<file path="config.mk">
export PLATFORM = sky130hd
export DESIGN_NAME = c_look_disk_scheduler_flat
export DESIGN_NICKNAME = d
export VERILOG_FILES = /design/src/sv/cld_pkg.sv /design/src/sv/cld_req_if.sv /design/src/sv/cld_res_if.sv /design/src/sv/cld_ctrl.sv /design/src/sv/cld_datapath.sv /design/src/sv/c_look_disk_scheduler.sv /design/src/flat_wrapper.sv
export VERILOG_INCLUDE_DIRS = /design/src /design/src/sv
export SDC_FILE = /design/constraint.sdc
export NUM_CORES = 1
export LEC_CHECK = 0
export ABC_AREA = 1
export BUFFER_PORTS_ARGS = -buffer_cell sky130_fd_sc_hd__buf_2
export CORE_ASPECT_RATIO = 0.9
export CORE_MARGIN = 2
export CORE_UTILIZATION = 25
export DETAILED_ROUTE_END_ITERATION = 8
export GPL_TIMING_DRIVEN = 0
export MAX_ROUTING_LAYER = met4
export PLACE_DENSITY = 0.4
export SYNTH_ARGS = -nofsm -noshare
export SYNTH_HDL_FRONTEND = slang
export SYNTH_HIERARCHICAL = 1
export SYNTH_SLANG_ARGS = --single-unit
</file>
<file path="constraint.sdc">
create_clock -name clk_i -period 10.25 [get_ports clk_i]
set_clock_uncertainty 0.15 [all_clocks]
set_input_delay 0.5125 -clock clk_i [delete_from_list [all_inputs] [get_ports clk_i]]
set_output_delay 0.5125 -clock clk_i [all_outputs]
set_load 0.03 [all_outputs]
</file>
<file path="src/sv/c_look_disk_scheduler_assert.svh">
// Assertion macros for the C-LOOK disk scheduler.
`ifndef C_LOOK_DISK_SCHEDULER_ASSERT_SVH
`define C_LOOK_DISK_SCHEDULER_ASSERT_SVH

`ifndef NO_ASSERTIONS
`define CLD_ASSERT(lbl, clk, rstn, prop) \
  lbl: assert property (@(posedge clk) disable iff (!rstn) prop) \
    else $error("cld assertion failed");
`define CLD_ASSERT_NEVER(lbl, clk, rstn, prop) \
  lbl: assert property (@(posedge clk) disable iff (!rstn) not (prop)) \
    else $error("cld forbidden condition seen");
`else
`define CLD_ASSERT(lbl, clk, rstn, prop)
`define CLD_ASSERT_NEVER(lbl, clk, rstn, prop)
`endif

`endif

</file>
<file path="src/sv/cld_pkg.sv">
package cld_pkg;

  localparam int unsigned MaxBatchDef = 64;
  localparam int unsigned CylW        = 16;
  localparam int unsigned MoveW       = 18;

  typedef enum logic [2:0] {
    StIdle,
    StInsert,
    StScanRd,
    StScanChk,
    StEmitRd,
    StEmitOut
  } state_e;

  typedef struct packed {
    logic accept;
    logic shift;
    logic place;
    logic scan_init;
    logic scan_read;
    logic scan_next;
    logic split_set;
    logic emit_read;
    logic emit;
  } cmd_t;

  typedef struct packed {
    logic full;
    logic cnt_zero;
    logic idx_nz;
    logic gt;
    logic scan_end;
    logic below;
    logic emit_last;
    logic out_free;
    logic last;
  } sts_t;

endpackage

</file>
<file path="src/sv/cld_req_if.sv">
interface cld_req_if import cld_pkg::*; ();
  logic            valid;
  logic            ready;
  logic [CylW-1:0] request_cylinder;
  logic            last_request;

  modport source (output valid, request_cylinder, last_request, input ready);
  modport sink (input valid, request_cylinder, last_request, output ready);
endinterface

</file>
<file path="src/sv/cld_res_if.sv">
interface cld_res_if import cld_pkg::*; ();
  logic             valid;
  logic             ready;
  logic [CylW-1:0]  served_cylinder;
  logic [MoveW-1:0] total_movement;
  logic             last_served;

  modport source (output valid, served_cylinder, total_movement, last_served, input ready);
  modport sink (input valid, served_cylinder, total_movement, last_served, output ready);
endinterface

</file>
<file path="src/sv/cld_ctrl.sv">
module cld_ctrl import cld_pkg::*; (
  input  logic clk_i,
  input  logic rst_ni,
  input  logic req_valid_i,
  input  logic req_last_i,
  input  sts_t sts_i,
  output logic req_ready_o,
  output cmd_t cmd_o
);

  state_e state_q, state_d;

  always_ff @(posedge clk_i or negedge rst_ni) begin
    if (!rst_ni) begin
      state_q <= StIdle;
    end else begin
      state_q <= state_d;
    end
  end

  always_comb begin
    state_d     = state_q;
    cmd_o       = '0;
    req_ready_o = 1'b0;
    unique case (state_q)
      StIdle: begin
        req_ready_o = 1'b1;
        if (req_valid_i) begin
          cmd_o.accept = 1'b1;
          if (!sts_i.full) begin
            state_d = StInsert;
          end else if (req_last_i) begin
            cmd_o.scan_init = 1'b1;
            state_d         = StScanRd;
          end
        end
      end
      StInsert: begin
        if (sts_i.idx_nz && sts_i.gt) begin
          cmd_o.shift = 1'b1;
        end else begin
          cmd_o.place = 1'b1;
          if (sts_i.last) begin
            cmd_o.scan_init = 1'b1;
            state_d         = StScanRd;
          end else begin
            state_d = StIdle;
          end
        end
      end
      StScanRd: begin
        if (sts_i.scan_end) begin
          cmd_o.split_set = 1'b1;
          state_d         = StEmitRd;
        end else begin
          cmd_o.scan_read = 1'b1;
          state_d         = StScanChk;
        end
      end
      StScanChk: begin
        if (sts_i.below) begin
          cmd_o.scan_next = 1'b1;
          state_d         = StScanRd;
        end else begin
          cmd_o.split_set = 1'b1;
          state_d         = StEmitRd;
        end
      end
      StEmitRd: begin
        cmd_o.emit_read = 1'b1;
        state_d         = StEmitOut;
      end
      StEmitOut: begin
        if (sts_i.out_free) begin
          cmd_o.emit = 1'b1;
          state_d    = sts_i.emit_last ? StIdle : StEmitRd;
        end
      end
      default: begin
        state_d = StIdle;
      end
    endcase
  end

endmodule

</file>
<file path="src/sv/cld_datapath.sv">
module cld_datapath import cld_pkg::*; #(
  parameter int unsigned MaxBatch = MaxBatchDef
) (
  input  logic             clk_i,
  input  logic             rst_ni,
  input  logic             cfg_we_i,
  input  logic [CylW-1:0]  cfg_wdata_i,
  input  logic [CylW-1:0]  req_cyl_i,
  input  logic             req_last_i,
  input  cmd_t             cmd_i,
  output sts_t             sts_o,
  input  logic             res_ready_i,
  output logic             res_valid_o,
  output logic [CylW-1:0]  res_cyl_o,
  output logic [MoveW-1:0] res_move_o,
  output logic             res_last_o
);

  localparam int unsigned CntW  = $clog2(MaxBatch + 1);
  localparam int unsigned AddrW = $clog2(MaxBatch);
  localparam logic [CntW-1:0] MaxCnt = CntW'(MaxBatch);

  logic [CylW-1:0]  mem [MaxBatch];
  logic [CylW-1:0]  rdata_q;
  logic [CylW-1:0]  start_q;
  logic [CntW-1:0]  count_q;
  logic [CntW-1:0]  idx_q;
  logic [CntW-1:0]  ptr_q;
  logic [CntW-1:0]  addr_q;
  logic [CntW-1:0]  k_q;
  logic [CylW-1:0]  cyl_q;
  logic             last_q;
  logic [CylW-1:0]  head_q;
  logic [MoveW-1:0] sum_q;
  logic             out_valid_q;
  logic [CylW-1:0]  out_cyl_q;
  logic [MoveW-1:0] out_move_q;
  logic             out_last_q;

  logic [CntW-1:0]  cnt_m1;
  logic [CntW-1:0]  idx_m1;
  logic [CntW-1:0]  idx_m2;
  logic [CntW-1:0]  addr_p1;
  logic             rd_en;
  logic [AddrW-1:0] raddr;
  logic             we;
  logic [CylW-1:0]  wdata;
  logic [CylW-1:0]  step;
  logic [MoveW-1:0] sum_d;

  assign cnt_m1  = count_q - 1'b1;
  assign idx_m1  = idx_q - 1'b1;
  assign idx_m2  = idx_q - CntW'(2);
  assign addr_p1 = addr_q + 1'b1;

  always_comb begin
    rd_en = 1'b0;
    raddr = '0;
    if (cmd_i.accept) begin
      rd_en = (count_q != '0);
      raddr = cnt_m1[AddrW-1:0];
    end else if (cmd_i.shift) begin
      rd_en = (idx_q >= CntW'(2));
      raddr = idx_m2[AddrW-1:0];
    end else if (cmd_i.scan_read) begin
      rd_en = 1'b1;
      raddr = ptr_q[AddrW-1:0];
    end else if (cmd_i.emit_read) begin
      rd_en = 1'b1;
      raddr = addr_q[AddrW-1:0];
    end
  end

  assign we    = cmd_i.shift || cmd_i.place;
  assign wdata = cmd_i.shift ? rdata_q : cyl_q;

  always_ff @(posedge clk_i) begin
    if (we) begin
      mem[idx_q[AddrW-1:0]] <= wdata;
    end
    if (rd_en) begin
      rdata_q <= mem[raddr];
    end
  end

  assign step  = (head_q >= rdata_q) ? (head_q - rdata_q) : (rdata_q - head_q);
  assign sum_d = sum_q + MoveW'(step);

  always_ff @(posedge clk_i or negedge rst_ni) begin
    if (!rst_ni) begin
      start_q     <= '0;
      count_q     <= '0;
      last_q      <= 1'b0;
      out_valid_q <= 1'b0;
    end else begin
      if (cfg_we_i) begin
        start_q <= cfg_wdata_i;
      end
      if (cmd_i.accept) begin
        last_q <= req_last_i;
      end
      if (cmd_i.place) begin
        count_q <= count_q + 1'b1;
      end else if (cmd_i.emit && sts_o.emit_last) begin
        count_q <= '0;
      end
      if (cmd_i.emit) begin
        out_valid_q <= 1'b1;
      end else if (res_ready_i) begin
        out_valid_q <= 1'b0;
      end
    end
  end

  always_ff @(posedge clk_i) begin
    if (cmd_i.accept) begin
      cyl_q <= req_cyl_i;
      idx_q <= count_q;
    end
    if (cmd_i.shift) begin
      idx_q <= idx_m1;
    end
    if (cmd_i.scan_init) begin
      ptr_q  <= '0;
      head_q <= start_q;
      sum_q  <= '0;
    end
    if (cmd_i.scan_next) begin
      ptr_q <= ptr_q + 1'b1;
    end
    if (cmd_i.split_set) begin
      addr_q <= (ptr_q == count_q) ? '0 : ptr_q;
      k_q    <= '0;
    end
    if (cmd_i.emit) begin
      head_q     <= rdata_q;
      sum_q      <= sum_d;
      addr_q     <= (addr_p1 == count_q) ? '0 : addr_p1;
      k_q        <= k_q + 1'b1;
      out_cyl_q  <= rdata_q;
      out_move_q <= sum_d;
      out_last_q <= sts_o.emit_last;
    end
  end

  assign sts_o.full      = (count_q == MaxCnt);
  assign sts_o.cnt_zero  = (count_q == '0);
  assign sts_o.idx_nz    = (idx_q != '0);
  assign sts_o.gt        = (rdata_q > cyl_q);
  assign sts_o.scan_end  = (ptr_q == count_q);
  assign sts_o.below     = (rdata_q < start_q);
  assign sts_o.emit_last = (k_q == cnt_m1);
  assign sts_o.out_free  = !out_valid_q || res_ready_i;
  assign sts_o.last      = last_q;

  assign res_valid_o = out_valid_q;
  assign res_cyl_o   = out_cyl_q;
  assign res_move_o  = out_move_q;
  assign res_last_o  = out_last_q;

endmodule

</file>
<file path="src/sv/c_look_disk_scheduler.sv">
// C-LOOK disk scheduler.
// Requests arrive on req_i, one cylinder per transfer, and are kept in ascending order
// in an internal memory of MAX_BATCH entries by insertion: a request is taken, then every
// stored entry larger than it moves up one place, and then the request is placed.
// The request flagged last_request starts the schedule; requests beyond MAX_BATCH are
// dropped, but a dropped request flagged last still starts the schedule.
// The schedule first scans the stored requests below start_head, reading and checking
// each in turn, then sends every stored request on res_o in C-LOOK order, each with the
// running head movement, the final one flagged last_served. Each result is first fetched
// through the registered memory read; the block takes no request while it schedules.
// The user writes start_head via cfg_we_i and cfg_wdata_i only while idle; not enforced.
// res_o has an output register: a stalled receiver holds the schedule, nothing is lost.
// Reset clears the request count, start_head and the output valid; the memory
// contents are left undefined, since only written entries are ever read.
`include "c_look_disk_scheduler_assert.svh"

module c_look_disk_scheduler import cld_pkg::*; #(
  parameter int unsigned MAX_BATCH = MaxBatchDef
) (
  input  logic             clk_i,
  input  logic             rst_ni,
  input  logic             cfg_we_i,
  input  logic [CylW-1:0]  cfg_wdata_i,
  cld_req_if.sink          req_i,
  cld_res_if.source        res_o
);

  cmd_t cmd;
  sts_t sts;

  cld_ctrl u_ctrl (
    .clk_i       (clk_i),
    .rst_ni      (rst_ni),
    .req_valid_i (req_i.valid),
    .req_last_i  (req_i.last_request),
    .sts_i       (sts),
    .req_ready_o (req_i.ready),
    .cmd_o       (cmd)
  );

  cld_datapath #(
    .MaxBatch (MAX_BATCH)
  ) u_datapath (
    .clk_i       (clk_i),
    .rst_ni      (rst_ni),
    .cfg_we_i    (cfg_we_i),
    .cfg_wdata_i (cfg_wdata_i),
    .req_cyl_i   (req_i.request_cylinder),
    .req_last_i  (req_i.last_request),
    .cmd_i       (cmd),
    .sts_o       (sts),
    .res_ready_i (res_o.ready),
    .res_valid_o (res_o.valid),
    .res_cyl_o   (res_o.served_cylinder),
    .res_move_o  (res_o.total_movement),
    .res_last_o  (res_o.last_served)
  );

  `CLD_ASSERT(a_emit_needs_free_slot, clk_i, rst_ni, cmd.emit |-> sts.out_free)
  `CLD_ASSERT(a_last_emit_clears_count, clk_i, rst_ni, cmd.emit && sts.emit_last |=> sts.cnt_zero)
  `CLD_ASSERT(a_no_place_when_full, clk_i, rst_ni, cmd.place |-> !sts.full)
  `CLD_ASSERT_NEVER(a_no_request_while_emitting, clk_i, rst_ni, cmd.emit && req_i.ready)

endmodule
</file>
<file path="src/flat_wrapper.sv">
// flat-port wrapper written by rule: the top's interface ports become plain ports
module c_look_disk_scheduler_flat import cld_pkg::*;
#(
  parameter int unsigned MAX_BATCH = MaxBatchDef
)
  (clk_i, rst_ni, cfg_we_i, cfg_wdata_i, req_i_valid, req_i_request_cylinder, req_i_last_request, req_i_ready, res_o_valid, res_o_served_cylinder, res_o_total_movement, res_o_last_served, res_o_ready);
  cld_req_if req_i_i ();
  cld_res_if res_o_i ();
  input  logic clk_i;
  input  logic rst_ni;
  input  logic cfg_we_i;
  input  logic [CylW-1:0] cfg_wdata_i;
  input wire logic [$bits(req_i_i.valid)-1:0] req_i_valid;
  input wire logic [$bits(req_i_i.request_cylinder)-1:0] req_i_request_cylinder;
  input wire logic [$bits(req_i_i.last_request)-1:0] req_i_last_request;
  output wire logic [$bits(req_i_i.ready)-1:0] req_i_ready;
  output wire logic [$bits(res_o_i.valid)-1:0] res_o_valid;
  output wire logic [$bits(res_o_i.served_cylinder)-1:0] res_o_served_cylinder;
  output wire logic [$bits(res_o_i.total_movement)-1:0] res_o_total_movement;
  output wire logic [$bits(res_o_i.last_served)-1:0] res_o_last_served;
  input wire logic [$bits(res_o_i.ready)-1:0] res_o_ready;
  assign req_i_i.valid = req_i_valid;
  assign req_i_i.request_cylinder = req_i_request_cylinder;
  assign req_i_i.last_request = req_i_last_request;
  assign req_i_ready = req_i_i.ready;
  assign res_o_valid = res_o_i.valid;
  assign res_o_served_cylinder = res_o_i.served_cylinder;
  assign res_o_total_movement = res_o_i.total_movement;
  assign res_o_last_served = res_o_i.last_served;
  assign res_o_i.ready = res_o_ready;
  c_look_disk_scheduler #(.MAX_BATCH(MAX_BATCH)) u_core (.clk_i(clk_i), .rst_ni(rst_ni), .cfg_we_i(cfg_we_i), .cfg_wdata_i(cfg_wdata_i), .req_i(req_i_i), .res_o(res_o_i));
endmodule
</file>
==> results.py <==
metrics = {
    "worst_setup_path": {
        "required_ns": 10.57,
        "worstSetupPathType": "reg2reg",
        "cp-end-kind": "flip-flop",
        "r2r_slack_ns": 4.03,
        "worstSetupStartpointType": "flip-flop",
        "cp.arrival_ns": 6.54,
        "rr_startpoint": "u_core/u_datapath/rdata_q[0]",
        "startpoint": "u_core/u_datapath/rdata_q[0]",
        "crit_path_max_fanout": 10,
    },
    "sta": {
        "worst_slew_pin_slew_ns": 1.35,
        "rsz0062_at_grt": "no",
        "finalCritPeriodShare": 0.607,
        "hold_violations": 0,
        "relSlewSlack": 0.0971,
        "tns_ns": 0,
        "timing.fmax_ghz": 0.161,
        "period_needed_ns": 6.22,
        "setup_viol": 0,
        "slew_viol_final": 0,
    },
    "grt": {
        "antenna_found_initial": 10,
        "grt_pass1_vias": 39000,
        "grt_max_degree": 34,
        "grt_pass1_wl_um": 292000,
        "grtUsageTotal": 0.186,
        "grt_overflow": 0,
    },
    "cells_and_area": {
        "nets": 5751,
        "area_growth_syn_to_layout_pct": 20.2,
        "layout-drive-gt1-share": 0.125,
    },
    "place": {
        "dpl.hpwl_um": 149000,
        "numPortBuffers": 74,
        "gp_congestion": 0.896,
    },
    "clock_network": {
        "clk_path_buf_depth": 3,
        "cts_setup_buffers": 0,
        "cts-hold-fix-buffers": 38,
        "clk_latency_ns": 0.79,
        "cts_made_buffers": 139,
        "clock-sinks": 1181,
        "cts_tree": "built",
        "clk_pin_slew_ns": 0.06,
        "root_buffer": "clkbuf_16",
        "htreeDepth": 4,
        "post_cts_resized": 0,
    },
    "drt": {
        "ant_nets": 0,
        "wl_per_cell_um": 23.9,
        "drc": 0,
        "drt_wl_total_um": 206000,
        "via_count": 40500,
        "viasPerCell": 4.70,
        "dr.first_iter.drc_count": 4013,
        "firstDrtPassIters": 6,
    },
    "yosys": {
        "synthArstFlopShare": 0.0237,
        "ys_seq_area_frac": 0.643,
        "ys_ff_latch": 1181,
        "synth_cell_types": 51,
        "syn_avg_cell_area_um2": 10.4,
        "synth-edff-count": 1153,
        "synthCells": 5260,
        "yosys_warnings": 6,
        "syn_nets": 5391,
        "synth_area_um2": 54900,
        "synthFlopType": "edfxtp_1",
    },
    "min_path": {
        "hp-class": "in2reg",
        "min_from": "cfg_we_i",
    },
    "status": {
        "outcome": "completed",
    },
    "floorplan": {
        "die_height_um": 449,
        "num_rows": 163,
        "die_x_um": 498,
        "ios": 75,
        "die-area_um2": 223000,
        "initial_core_util": 0.251,
        "core-area_um2": 219000,
    },
    "flow_run": {
        "max-cap-violations": 0,
    },
}
-- stage by stage --
step	instances	worst slack (ns)	hold slack, ns	area [um^2]	utilization
detailed placement	8328	4.12	0.327	61300	0.280
finish	8620	4.03	0.135	66000	0.302
global route	8617	3.90	0.137	66000	0.302
global placement	8221	-4.05	0.311	58900	0.269
floorplan	5260	4.74	0.0669	54900	-
CTS	8616	4.09	0.0933	66000	0.302
-- cells by family (layout without fill, tap and decap cells) --
group / count (synthesis) / count (layout) / synth area share
simple gates: 2779 / 2779 / 0.231
compound gates: 250 / 250 / 0.0255
other cells: 0 / 4 / 0
flops: 1181 / 1181 / 0.643
fa+ha+maj: 93 / 93 / 0.0216
xor+xnor: 54 / 54 / 0.00861
buf+inv: 903 / 1372 / 0.0695
-- area by class of cell --
cell class              instances  area [um^2]
plain buffers                 303         1570
diodes                          4         10.0
flip-flops and latches       1181        35300
multi-input cells            3176        16100
clock buffers                 170         3720
repair buffers                219         2770
inverters                     600         2250
well taps                    2887         3610
fillers                     22600       153000
clock inverters                80          648
-- synthesized netlist by cell type, types with 3 or more instances --
library cell,count,area share
buf_1,5,0.00034
nor2_1,161,0.011
buf_4,21,0.0029
nand2_4,3,0.00062
a22oi_1,3,0.00041
nor3_1,15,0.0014
nand3_1,1137,0.10
buf_2,199,0.018
clkbuf_1,63,0.0043
edfxtp_1,1153,0.63
dfrtp_1,28,0.013
nor2_2,3,0.00034
buf_6,13,0.0027
o21ai_0,107,0.0098
xnor2_1,18,0.0029
o21ai_1,3,0.00027
o31ai_1,8,0.0011
inv_2,7,0.00048
nand3b_1,193,0.026
xor2_1,36,0.0057
a21o_1,8,0.0011
a21oi_1,82,0.0075
o211ai_1,9,0.0012
o21bai_1,7,0.00096
nand2_1,1248,0.085
inv_1,591,0.040
ha_1,90,0.021
nand4_1,5,0.00057
fa_1,3,0.0011
nor4_1,5,0.00057
a31oi_1,9,0.0010
-- state kept, by name (all words and copies together), names as in the netlist, 7 cells and up --
signal	cells
u_core/u_datapath/mem	1024
u_core/u_datapath/res_move_o	18
u_core/u_datapath/sum_q	18
u_core/u_datapath/cyl_q	16
u_core/u_datapath/head_q	16
u_core/u_datapath/rdata_q	16
u_core/u_datapath/res_cyl_o	16
u_core/u_datapath/start_q	16
u_core/u_datapath/addr_q	7
u_core/u_datapath/count_q	7
u_core/u_datapath/idx_q	7
u_core/u_datapath/k_q	7
u_core/u_datapath/ptr_q	7
-- critical path: stages, from the launching register on --
cell,delay [ns]
edfxtp_1,0.50
inv_1,0.25
ha_1,0.27
inv_1,0.05
a21oi_1,0.05
o21ai_0,0.33
nand2_1,0.10
o211ai_1,0.14
a21oi_1,0.10
a32oi_1,0.29
nand2_1,0.09
inv_1,0.13
nand3_1,0.12
inv_1,0.07
buf_4,0.18
inv_1,0.09
nor2_1,0.10
nor2_1,0.05
a22oi_1,0.61
buf_2,0.66
buf_2,0.40
nand3_1,0.17
nand3_1,0.25
nand3_1,0.26
nand3_1,0.27
nand2_1,0.22
-- cell usage in the layout, fill, tap and decap left out, types with 87 or more instances in the layout --
cell type	count
clkbuf_1	87
ha_1	90
nand3b_1	193
nor2_1	95
nand3_1	1137
edfxtp_1	1153
nand2_1	1247
buf_2	273
clkbuf_16	144
o21ai_0	91
inv_1	591
-- layer usage --
metal | global-route usage | up-vias | routed length [um]
met2 | 0.283 | 1251 | 92500
met3 | 0.0301 | 266 | 12400
met5 | - | - | 0
met4 | 0.0445 | 0 | 4760
li1 | - | 18700 | -
met1 | 0.259 | 20200 | 96400
-- final timing paths --
kind / to / cells after the start
max: u_core/u_datapath/rdata_q[6] / 25
min: u_core/u_datapath/start_q[3] / 4
max reg2reg: u_core/u_datapath/rdata_q[6] / 25
min reg2reg: u_core/u_datapath/last_q / 2
max in group asynchronous: u_core/u_datapath/count_q[4] / 2
min in group asynchronous: u_core/u_ctrl/state_q[1] / 2
Power is left out: the tool's default activity adds up to more than one toggle a clock period on the data nets, which glitch-free logic cannot reach.
